## src/hdl/dq_pkg.sv

```systemverilog
// Shared constants, codes and types of the double-ended queue.
package dq_pkg;

  localparam int DEPTH     = 16;
  localparam int ADDR_W    = $clog2(DEPTH);
  localparam int CNT_W     = $clog2(DEPTH + 1);
  localparam int VAL_W     = 32;
  localparam int KIND_W    = 2;
  localparam int STAT_W    = 2;
  localparam int IN_DATA_W = ((VAL_W + 7) / 8) * 8;
  localparam int OUT_DATA_W = ((CNT_W + 2 * VAL_W + 7) / 8) * 8;

  localparam logic [KIND_W-1:0] KIND_PUSH_FRONT = 2'd0;
  localparam logic [KIND_W-1:0] KIND_PUSH_REAR  = 2'd1;
  localparam logic [KIND_W-1:0] KIND_POP_FRONT  = 2'd2;
  localparam logic [KIND_W-1:0] KIND_POP_REAR   = 2'd3;

  localparam logic [STAT_W-1:0] ST_DONE  = 2'd0;
  localparam logic [STAT_W-1:0] ST_EMPTY = 2'd1;
  localparam logic [STAT_W-1:0] ST_FULL  = 2'd2;

  typedef struct packed {
    logic              wr_en;
    logic [ADDR_W-1:0] wr_addr;
    logic [VAL_W-1:0]  wr_data;
    logic              rd_en;
    logic [ADDR_W-1:0] rd_addr_a;
    logic [ADDR_W-1:0] rd_addr_b;
  } mem_req_t;

endpackage

```

## src/hdl/double_ended_queue.sv

```systemverilog
// Top level of the bounded double-ended queue of signed 32-bit words.
//
//   channel | direction | tdata (low bit up)                | tuser
//   in_     | slave     | value[31:0]                       | kind[1:0]
//   out_    | master    | count[4:0], front[31:0], rear[31:0] | status[1:0]
//
// Each word passes through three steps: accept, pointer update with memory write and
// two-port read, then result load. The registered entry RAM read sets this.
// rst_n clears pointers, count and the output valid; entries need no clear.
// A stalled result holds in the output register; input waits until it loads.
module double_ended_queue (
  input  logic                          clk,
  input  logic                          rst_n,
  input  logic                          in_tvalid,
  output logic                          in_tready,
  input  logic [dq_pkg::IN_DATA_W-1:0]  in_tdata,   // value
  input  logic [dq_pkg::KIND_W-1:0]     in_tuser,   // kind
  output logic                          out_tvalid,
  input  logic                          out_tready,
  output logic [dq_pkg::OUT_DATA_W-1:0] out_tdata,  // count, front_value, rear_value
  output logic [dq_pkg::STAT_W-1:0]     out_tuser   // status
);
  import dq_pkg::*;

  mem_req_t         mem_req;
  logic [VAL_W-1:0] rd_data_a;
  logic [VAL_W-1:0] rd_data_b;

  dq_ctrl u_ctrl (
    .clk        (clk),
    .rst_n      (rst_n),
    .in_tvalid  (in_tvalid),
    .in_tready  (in_tready),
    .in_tdata   (in_tdata),
    .in_tuser   (in_tuser),
    .out_tvalid (out_tvalid),
    .out_tready (out_tready),
    .out_tdata  (out_tdata),
    .out_tuser  (out_tuser),
    .mem_req    (mem_req),
    .rd_data_a  (rd_data_a),
    .rd_data_b  (rd_data_b)
  );

  dq_ram #(
    .WIDTH (VAL_W),
    .DEPTH (DEPTH)
  ) u_ram (
    .clk       (clk),
    .wr_en     (mem_req.wr_en),
    .wr_addr   (mem_req.wr_addr),
    .wr_data   (mem_req.wr_data),
    .rd_en     (mem_req.rd_en),
    .rd_addr_a (mem_req.rd_addr_a),
    .rd_addr_b (mem_req.rd_addr_b),
    .rd_data_a (rd_data_a),
    .rd_data_b (rd_data_b)
  );

endmodule

```

## src/hdl/dq_ram.sv

```systemverilog
// Generic RAM: one write port, two registered read ports.
module dq_ram #(
  parameter int WIDTH  = 32,
  parameter int DEPTH  = 16,
  parameter int ADDR_W = $clog2(DEPTH)
) (
  input  logic              clk,
  input  logic              wr_en,
  input  logic [ADDR_W-1:0] wr_addr,
  input  logic [WIDTH-1:0]  wr_data,
  input  logic              rd_en,
  input  logic [ADDR_W-1:0] rd_addr_a,
  input  logic [ADDR_W-1:0] rd_addr_b,
  output logic [WIDTH-1:0]  rd_data_a,
  output logic [WIDTH-1:0]  rd_data_b
);

  logic [WIDTH-1:0] mem [DEPTH];

  always_ff @(posedge clk) begin
    if (wr_en) begin
      mem[wr_addr] <= wr_data;
    end
    if (rd_en) begin
      rd_data_a <= mem[rd_addr_a];
      rd_data_b <= mem[rd_addr_b];
    end
  end

endmodule

```

## src/hdl/dq_ctrl.sv

```systemverilog
// Pointer, count and handshake control of the double-ended queue.
module dq_ctrl (
  input  logic                          clk,
  input  logic                          rst_n,
  input  logic                          in_tvalid,
  output logic                          in_tready,
  input  logic [dq_pkg::IN_DATA_W-1:0]  in_tdata,   // value
  input  logic [dq_pkg::KIND_W-1:0]     in_tuser,   // kind
  output logic                          out_tvalid,
  input  logic                          out_tready,
  output logic [dq_pkg::OUT_DATA_W-1:0] out_tdata,  // count, front_value, rear_value
  output logic [dq_pkg::STAT_W-1:0]     out_tuser,  // status
  output dq_pkg::mem_req_t              mem_req,
  input  logic [dq_pkg::VAL_W-1:0]      rd_data_a,
  input  logic [dq_pkg::VAL_W-1:0]      rd_data_b
);
  import dq_pkg::*;

  localparam int SUM_W = CNT_W + 1;
  localparam logic [1:0] S_IDLE = 2'd0;
  localparam logic [1:0] S_EXEC = 2'd1;
  localparam logic [1:0] S_RESP = 2'd2;

  function automatic logic [ADDR_W-1:0] wrap(input logic [SUM_W-1:0] s);
    logic [SUM_W-1:0] t;
    t = (s >= SUM_W'(DEPTH)) ? s - SUM_W'(DEPTH) : s;
    return t[ADDR_W-1:0];
  endfunction

  logic [1:0]        state_r, state_nxt;
  logic [KIND_W-1:0] kind_r;
  logic [VAL_W-1:0]  value_r;
  logic [ADDR_W-1:0] front_r, front_nxt;
  logic [CNT_W-1:0]  held_r, held_nxt;
  logic [STAT_W-1:0] status_r, status_nxt;
  logic              fwd_a_r, fwd_b_r;
  logic              out_tvalid_r;
  logic [OUT_DATA_W-1:0] out_tdata_r;
  logic [STAT_W-1:0] out_tuser_r;
  logic              full, empty, load_out;
  logic [ADDR_W-1:0] rear_addr;
  logic [VAL_W-1:0]  fv, rv;

  assign in_tready  = rst_n && (state_r == S_IDLE);
  assign out_tvalid = out_tvalid_r;
  assign out_tdata  = out_tdata_r;
  assign out_tuser  = out_tuser_r;

  assign full  = (held_r == CNT_W'(DEPTH));
  assign empty = (held_r == '0);
  assign load_out = (state_r == S_RESP) && (!out_tvalid_r || out_tready);

  always_comb begin
    front_nxt  = front_r;
    held_nxt   = held_r;
    status_nxt = ST_DONE;
    mem_req.wr_en   = 1'b0;
    mem_req.wr_addr = wrap(SUM_W'(front_r) + SUM_W'(held_r));
    mem_req.wr_data = value_r;
    unique case (kind_r)
      KIND_PUSH_FRONT: begin
        if (full) begin
          status_nxt = ST_FULL;
        end else begin
          front_nxt = (front_r == '0) ? ADDR_W'(DEPTH - 1) : front_r - ADDR_W'(1);
          held_nxt  = held_r + CNT_W'(1);
          mem_req.wr_en   = 1'b1;
          mem_req.wr_addr = front_nxt;
        end
      end
      KIND_PUSH_REAR: begin
        if (full) begin
          status_nxt = ST_FULL;
        end else begin
          held_nxt = held_r + CNT_W'(1);
          mem_req.wr_en = 1'b1;
        end
      end
      KIND_POP_FRONT: begin
        if (empty) begin
          status_nxt = ST_EMPTY;
        end else begin
          front_nxt = wrap(SUM_W'(front_r) + SUM_W'(1));
          held_nxt  = held_r - CNT_W'(1);
        end
      end
      KIND_POP_REAR: begin
        if (empty) begin
          status_nxt = ST_EMPTY;
        end else begin
          held_nxt = held_r - CNT_W'(1);
        end
      end
      default: begin
        status_nxt = ST_DONE;
      end
    endcase
    if (state_r != S_EXEC) begin
      mem_req.wr_en = 1'b0;
    end
    rear_addr = (held_nxt == '0) ? front_nxt
              : wrap(SUM_W'(front_nxt) + SUM_W'(held_nxt) - SUM_W'(1));
    mem_req.rd_en     = (state_r == S_EXEC);
    mem_req.rd_addr_a = front_nxt;
    mem_req.rd_addr_b = rear_addr;
  end

  always_comb begin
    state_nxt = state_r;
    unique case (state_r)
      S_IDLE:  if (in_tvalid) state_nxt = S_EXEC;
      S_EXEC:  state_nxt = S_RESP;
      S_RESP:  if (load_out) state_nxt = S_IDLE;
      default: state_nxt = S_IDLE;
    endcase
  end

  assign fv = empty ? '0 : (fwd_a_r ? value_r : rd_data_a);
  assign rv = empty ? '0 : (fwd_b_r ? value_r : rd_data_b);

  always_ff @(posedge clk) begin
    if (!rst_n) begin
      state_r      <= S_IDLE;
      front_r      <= '0;
      held_r       <= '0;
      out_tvalid_r <= 1'b0;
    end else begin
      state_r <= state_nxt;
      if (state_r == S_EXEC) begin
        front_r <= front_nxt;
        held_r  <= held_nxt;
      end
      if (load_out) begin
        out_tvalid_r <= 1'b1;
      end else if (out_tready) begin
        out_tvalid_r <= 1'b0;
      end
    end
  end

  always_ff @(posedge clk) begin
    if (in_tvalid && in_tready) begin
      kind_r  <= in_tuser;
      value_r <= in_tdata[VAL_W-1:0];
    end
    if (state_r == S_EXEC) begin
      status_r <= status_nxt;
      fwd_a_r  <= mem_req.wr_en && (mem_req.wr_addr == mem_req.rd_addr_a);
      fwd_b_r  <= mem_req.wr_en && (mem_req.wr_addr == mem_req.rd_addr_b);
    end
    if (load_out) begin
      out_tuser_r <= status_r;
      out_tdata_r <= OUT_DATA_W'({rv, fv, held_r});
    end
  end

endmodule

```

## config.mk

```make
export PLATFORM = sky130hd
export DESIGN_NAME = double_ended_queue
export DESIGN_NICKNAME = d
export VERILOG_FILES = /design/src/hdl/dq_pkg.sv /design/src/hdl/double_ended_queue.sv /design/src/hdl/dq_ram.sv /design/src/hdl/dq_ctrl.sv
export SDC_FILE = /design/constraint.sdc
export NUM_CORES = 1
export LEC_CHECK = 0
export BUFFER_PORTS_ARGS = -buffer_cell sky130_fd_sc_hd__buf_2
export CELL_PAD_IN_SITES_DETAIL_PLACEMENT = 1
export CELL_PAD_IN_SITES_GLOBAL_PLACEMENT = 2
export CORE_MARGIN = 10
export CORE_UTILIZATION = 50
export CTS_CLUSTER_DIAMETER = 30
export DETAILED_ROUTE_END_ITERATION = 8
export PLACE_DENSITY_LB_ADDON = 0.1
export SYNTH_ARGS = -nofsm -noshare
export SYNTH_HDL_FRONTEND = slang
export SYNTH_SLANG_ARGS = --single-unit
```

## constraint.sdc

```tcl
create_clock -name clk -period 14.5 [get_ports clk]
set_clock_uncertainty 0.1 [all_clocks]
set_input_delay 0.725 -clock clk [delete_from_list [all_inputs] [get_ports clk]]
set_output_delay 0.725 -clock clk [all_outputs]
set_load 0.01 [all_outputs]
```

==> impl_metrics.env, run 1 <==
export IMPL_outcome="completed"
export IMPL_overflow=0
export IMPL_wl_met3_um=7030
export IMPL_detail_route_antenna_nets=0
export IMPL_rr_worst_depth=17
export IMPL_ys_warn_count=0
export IMPL_highest_layer="met4"
export IMPL_via_per_inst=6.47
export IMPL_fp_dieH_um=269
export IMPL_dpl_hpwl_um=48000
export IMPL_place_gp_congestion=0.791
export IMPL_layout_common_cells="edfxtp_1 (685), nand2_1 (277), a21oi_1 (261)"
export IMPL_start_util_pct=50.4
export IMPL_nets=2220
export IMPL_io_pins=114
export IMPL_rsz0062_at_grt="no"
export IMPL_power_internal_mw=4.98
export IMPL_diodes=0
export IMPL_post_route_drc_count=0
export IMPL_cts_tree="built"
export IMPL_p_leak_nw=13.0
export IMPL_p_per_area_nw_per_um2=187
export IMPL_end_kind="flop"
export IMPL_core_um2=61600
export IMPL_fin_cells=3130
export IMPL_clockBufferDepth=3
export IMPL_antenna_found_initial=1
export IMPL_setup_viol=0
export IMPL_synth_area_per_cell_um2=15.3
export IMPL_grt_usage_pct=26.2
export IMPL_fmax_mhz=149
export IMPL_path_class="flop to flop"
export IMPL_finalSetupTns_ns=0
export IMPL_final_area_um2=37500
export IMPL_clkPwrFrac_pct=47.9
export IMPL_layout_drive_gt1_share_pct=25.7
export IMPL_m1WireLength_um=38500
export IMPL_htree_num_levels=4
export IMPL_insertion_delay_ns=0.71
export IMPL_cts_sinks=697
export IMPL_synthCells=2027
export IMPL_cp_start_kind="flop"
export IMPL_peakVddDrop_mv=0.174
export IMPL_routed_wl_um=95600
export IMPL_grt_pass1_wl_um=142000
export IMPL_areaGrowthSynthToFinish_pct=21.0
export IMPL_worst_slew_pin_slew_ns=1.25
export IMPL_synth_async_reset_ratio_pct=0
export IMPL_hold_start="in_tdata[22]"
export IMPL_drtIter0Drc=2156
export IMPL_cts_reportedPaths_clkPinSlew_ns=0.05
export IMPL_final_hold_viol_count=0
export IMPL_dieArea_um2=72400
export IMPL_cts_buffers=148
export IMPL_required_ns=14.85
export IMPL_synth_cell_types=63
export IMPL_maxSlewViolCount=0
export IMPL_met2WireLength_um=46800
export IMPL_ys_seq_elements=697
export IMPL_p_sw_mw=2.05
export IMPL_crit_start="u_ctrl.held_r[1]"
export IMPL_switching_share_pct=29.2
export IMPL_hp_class="primary input to flop"
export IMPL_crit_end="u_ram.rd_data_b[19]"
export IMPL_final_util_pct=61.0
export IMPL_cts_root_buf="clkbuf_16"
export IMPL_portBuffers=110
export IMPL_grt_max_degree=163
export IMPL_mostFrequentLayoutCell="edfxtp_1"
export IMPL_slew_headroom_pct=16.7
export IMPL_cp_max_fo=71
export IMPL_synth_edff_count=685
export IMPL_fill_cells=5541
export IMPL_die_x_um=269
export IMPL_synth_area_um2=31000
export IMPL_via_count=20300
export IMPL_ys_seq_area_share_pct=67.0
export IMPL_post_cts_setup_buffer_count=0
export IMPL_crit_arrival_ns=7.04
export IMPL_wl_per_cell_um=30.6
export IMPL_power_frac_seq_pct=33.4
export IMPL_drt_pre_antenna_iters=7
export IMPL_ff2ff_setup_slack_ns=7.80
export IMPL_timing_rr_end="u_ram.rd_data_b[19]"
export IMPL_ctsResizeCount=0
export IMPL_period_share_pct=46.2
export IMPL_rows=91
export IMPL_combPwrFrac_pct=18.7
export IMPL_drv_cap=0
export IMPL_synth_ff_type="edfxtp_1"
export IMPL_min_period_ns=6.70
export IMPL_post_place_cells=2856
export IMPL_postCtsHoldBufs=0
export IMPL_place_area_um2=32500
export IMPL_grt_pass1_vias=21900
export IMPL_r2r_start="u_ctrl.held_r[1]"
-- power groups by stage --
stage	clock network, mW	registers (mW)	logic (mW)
3_3_place_gp	0	2.38	1.26
3_5_place_dp	0	2.38	1.29
2_1_floorplan	0	2.36	0.897
5_1_grt	3.51	2.35	1.42
6_report	3.37	2.35	1.31
4_1_cts	3.40	2.35	1.31
-- registers in the layout, indices dropped and copies added, names as in the netlist --
signal             count
u_ctrl.fwd_b_r         1
u_ctrl.fwd_a_r         1
u_ram.rd_data_b       32
u_ctrl.out_tdata      69
u_ctrl.out_tvalid      1
u_ram.mem            512
u_ctrl.value_r        32
u_ctrl.state_r         2
u_ram.rd_data_a       32
u_ctrl.kind_r          2
u_ctrl.held_r          5
u_ctrl.out_tuser       2
u_ctrl.front_r         4
u_ctrl.status_r        2
-- routing by layer --
metal,track usage (%),vias up
met4,11.3,0
met5,0,-
met2,42.6,929
met3,5.54,219
li1,-,8445
met1,33.6,10700
-- worst min-delay path by stage --
stage	depth (start not counted)	endpoint	slack (ns)
after floorplan	0	u_ctrl.out_tuser[0]	0.30
after global placement	0	u_ctrl.out_tuser[1]	0.31
after detailed placement	0	u_ctrl.out_tuser[1]	0.31
after CTS	1	u_ctrl.value_r[18]	0.05
after global routing	1	u_ctrl.value_r[20]	0.06
final	1	u_ctrl.value_r[22]	0.09
-- worst max-delay path, stage by stage, from the launching register on --
cell and delay (ns):
dfxtp_1 0.39, inv_1 0.17, ha_1 0.30, nor4b_4 0.23
buf_4 0.80, o32ai_1 0.19, nand2_1 0.25, xor2_4 0.16
buf_4 0.74, ha_1 0.38, fa_1 0.39, xnor2_1 0.16
xnor2_1 0.32, nand3_1 0.21, nand3_2 0.52, buf_4 0.53
a221oi_1 0.12, or4_1 0.42
-- cell type report --
cell class | count | area [um2] | area share [%]
Tap cell | 837 | 1050 | 2.79
Multi-Input combinational cell | 1158 | 9720 | 25.9
Clock buffer | 168 | 3930 | 10.5
Timing Repair Buffer | 151 | 871 | 2.32
Sequential cell | 697 | 20800 | 55.4
Clock inverter | 106 | 1120 | 3.00
Inverter | 13 | 50.0 | 0.133
-- cells by family (layout without fill, tap and decap cells) --
kind of cell | Yosys count | count (layout) | synth area share [%]
buffers and inverters | 174 | 438 | 2.41
multiplexers | 233 | 233 | 14.0
flip-flops | 697 | 697 | 67.0
AO/OA/AOI/OAI | 436 | 436 | 8.91
XOR/XNOR | 18 | 18 | 0.532
other | 1 | 3 | 0.0121
AND/OR/NAND/NOR | 455 | 455 | 6.50
adder cells (fa/ha/maj) | 13 | 13 | 0.572
-- metrics by stage --
step | worst slack [ns] | hold slack (ns) | total power [mW]
floorplan | 9.68 | 0.300 | 3.26
global placement | 8.23 | 0.306 | 3.64
detailed placement | 7.91 | 0.312 | 3.67
CTS | 7.84 | 0.0527 | 7.05
global route | 7.51 | 0.0641 | 7.28
finish | 7.80 | 0.0880 | 7.03
-- cell usage after synthesis (all sizes together) (2+ instances only) --
cell	number	area (um2)
a21boi	3	22.5
a21o	2	15.0
a21oi	261	1310
a221oi	128	1120
a311oi	2	30.0
a31oi	2	12.5
and2	8	50.1
and3	2	12.5
buf	75	378
clkbuf	86	323
dfxtp	12	240
edfxtp	685	20600
fa	2	40.0
ha	11	138
inv	12	45.0
mux2	4	52.6
mux2i	69	691
mux4	160	3600
nand2	277	1040
nand2b	6	37.5
nand3	11	55.1
nand3b	3	22.5
nand4	3	18.8
nor2	89	334
nor2b	4	25.0
nor3	5	25.0
nor4b	3	41.3
nor4bb	2	35.0
o211a	3	30.0
o211ai	3	22.5
o21ai	18	90.1
o22ai	2	12.5
o311ai	2	17.5
o31ai	2	15.0
or3	3	18.8
or4	32	240
xnor2	11	96.3
xor2	7	68.8
Note: power is estimated with default switching activity, not from simulation.
==> run 2: changes to the inputs <==
Settings changed: CORE_UTILIZATION 50 to 46.
Clock period 14.5 ns to 7.01 ns, I/O delays scaled along.
==> run 2 against run 1 <==
Effect of this change: setup slack lost 6.5 ns; maximum frequency grew 18%; count of clock-buffer cells in the layout grew 10; register-to-register slack lost 6.5 ns; core utilization shrank 4.0 points.
==> impl_metrics.env, run 2 (same netlist as run 1, synthesis figures left out) <==
export IMPL_fill_cells=6160
export IMPL_layout_common_cells="edfxtp_1 (685), nand2_1 (277), a21oi_1 (261)"
export IMPL_dieArea_um2=78300
export IMPL_post_route_drc_count=0
export IMPL_nets=2265
export IMPL_cp_max_fo=27
export IMPL_crit_arrival_ns=6.00
export IMPL_rsz0062_at_grt="no"
export IMPL_p_per_area_nw_per_um2=387
export IMPL_slew_headroom_pct=15.0
export IMPL_setup_viol=0
export IMPL_detail_route_antenna_nets=0
export IMPL_drt_pre_antenna_iters=5
export IMPL_final_hold_viol_count=0
export IMPL_min_period_ns=5.66
export IMPL_areaGrowthSynthToFinish_pct=23.0
export IMPL_layout_drive_gt1_share_pct=25.1
export IMPL_fp_dieH_um=280
export IMPL_cts_sinks=697
export IMPL_period_share_pct=80.7
export IMPL_ctsResizeCount=0
export IMPL_grt_pass1_wl_um=142000
export IMPL_routed_wl_um=96700
export IMPL_overflow=0
export IMPL_htree_num_levels=4
export IMPL_grt_pass1_vias=21600
export IMPL_drv_cap=0
export IMPL_drtIter0Drc=1841
export IMPL_p_leak_nw=13.3
export IMPL_top_register="u_ram.mem"
export IMPL_dpl_hpwl_um=50200
export IMPL_end_kind="flop"
export IMPL_maxSlewViolCount=0
export IMPL_mostFrequentLayoutCell="edfxtp_1"
export IMPL_wl_per_cell_um=30.1
export IMPL_outcome="completed"
export IMPL_finalSetupTns_ns=0
export IMPL_path_class="flop to flop"
export IMPL_grt_max_degree=209
export IMPL_portBuffers=110
export IMPL_diodes=0
export IMPL_clockBufferDepth=3
export IMPL_via_per_inst=6.28
export IMPL_peakVddDrop_mv=0.369
export IMPL_cts_tree="built"
export IMPL_hp_class="primary input to flop"
export IMPL_cts_buffers=155
export IMPL_core_um2=67000
export IMPL_cp_start_kind="flop"
export IMPL_final_util_pct=56.9
export IMPL_start_util_pct=46.3
export IMPL_fmax_mhz=177
export IMPL_rows=95
export IMPL_io_pins=114
export IMPL_via_count=20200
export IMPL_grt_usage_pct=24.7
export IMPL_cts_reportedPaths_clkPinSlew_ns=0.05
export IMPL_required_ns=7.36
export IMPL_place_gp_congestion=0.777
export IMPL_cts_root_buf="clkbuf_16"
export IMPL_antenna_found_initial=2
export IMPL_die_x_um=280
export IMPL_insertion_delay_ns=0.73
export IMPL_post_cts_setup_buffer_count=0
export IMPL_worst_slew_pin_slew_ns=1.27
export IMPL_largest_reg_flops=512
-- run 2: cell count changes in the layout (fill, tap and decap cells not counted), sizes merged --
| cell | before | now |
|---|---|---|
| dlygate4sd3 | 0 | 38 |
| bufinv | 16 | 17 |
| clkinvlp | 26 | 19 |
| inv | 26 | 24 |
| clkbuf | 168 | 178 |
| clkinv | 51 | 57 |
-- run 2: report_power, final --
part | leakage, nW | total (mW) | switching, mW | internal [mW]
logic | 4.47 | 2.77 | 1.84 | 0.930
registers | 6.32 | 4.85 | 0.0820 | 4.77
clock network | 2.48 | 7.14 | 2.41 | 4.73
total | 13.3 | 14.8 | 4.33 | 10.4
-- run 2: per-stage QoR --
stage | instances | hold slack (ns) | worst slack (ns) | cell area, um2 | total power, mW
finish | 3212 | 0.223 | 1.35 | 38200 | 14.8
detailed placement | 2892 | 0.311 | 1.36 | 32600 | 7.65
CTS | 3212 | 0.182 | 1.34 | 38200 | 14.9
global placement | 2892 | 0.309 | 1.49 | 32600 | 7.59
floorplan | 2029 | 0.300 | 2.19 | 31000 | 6.74
global route | 3212 | 0.207 | 0.919 | 38200 | 15.3
-- run 2: worst paths after layout --
path / depth (start not counted) / startpoint / slack [ns] / end
worst min register to register: 0 / u_ctrl.status_r[0] / 0.32 / u_ctrl.out_tuser[0]
worst max-delay path: 18 / u_ctrl.held_r[0] / 1.35 / u_ram.rd_data_b[26]
worst min-delay path: 2 / in_tdata[14] / 0.22 / u_ctrl.value_r[14]
worst max register to register: 18 / u_ctrl.held_r[0] / 1.35 / u_ram.rd_data_b[26]
-- run 2: cell type report --
class / count / area (um2) / area share, %
timing repair buffer: 189 / 1300 / 3.41
clock inverter: 104 / 1210 / 3.17
sequential: 697 / 20800 / 54.5
clock buffer: 178 / 3990 / 10.4
tap: 873 / 1090 / 2.86
inverter: 13 / 50.0 / 0.131
multi-input combinational: 1158 / 9730 / 25.5
-- run 2: metal layers --
layer	track usage (%)	part of all wire, %	vias up
met5	0	0	-
met4	9.37	2.8	0
met3	4.49	6.3	189
met2	41.4	50	748
met1	31.6	41	10700
li1	-	-	8544
-- run 2: critical path: stages, from the launching register on --
cell	delay, ns
dfxtp_1	0.41
inv_1	0.17
ha_1	0.28
nor4b_4	0.22
buf_4	0.35
o22ai_1	0.15
a311oi_2	0.39
o21a_1	0.22
xnor2_1	0.13
ha_1	0.17
inv_1	0.05
fa_1	0.43
xnor2_1	0.14
xnor2_1	0.26
nand3_1	0.24
nand3_2	0.50
buf_4	0.49
a221oi_1	0.12
or4_1	0.54
-- run 2: repair_timing --
action	in CTS	in global routing
hold endpoints to repair	46	0
setup endpoints to repair	0	0
hold buffers	38	0
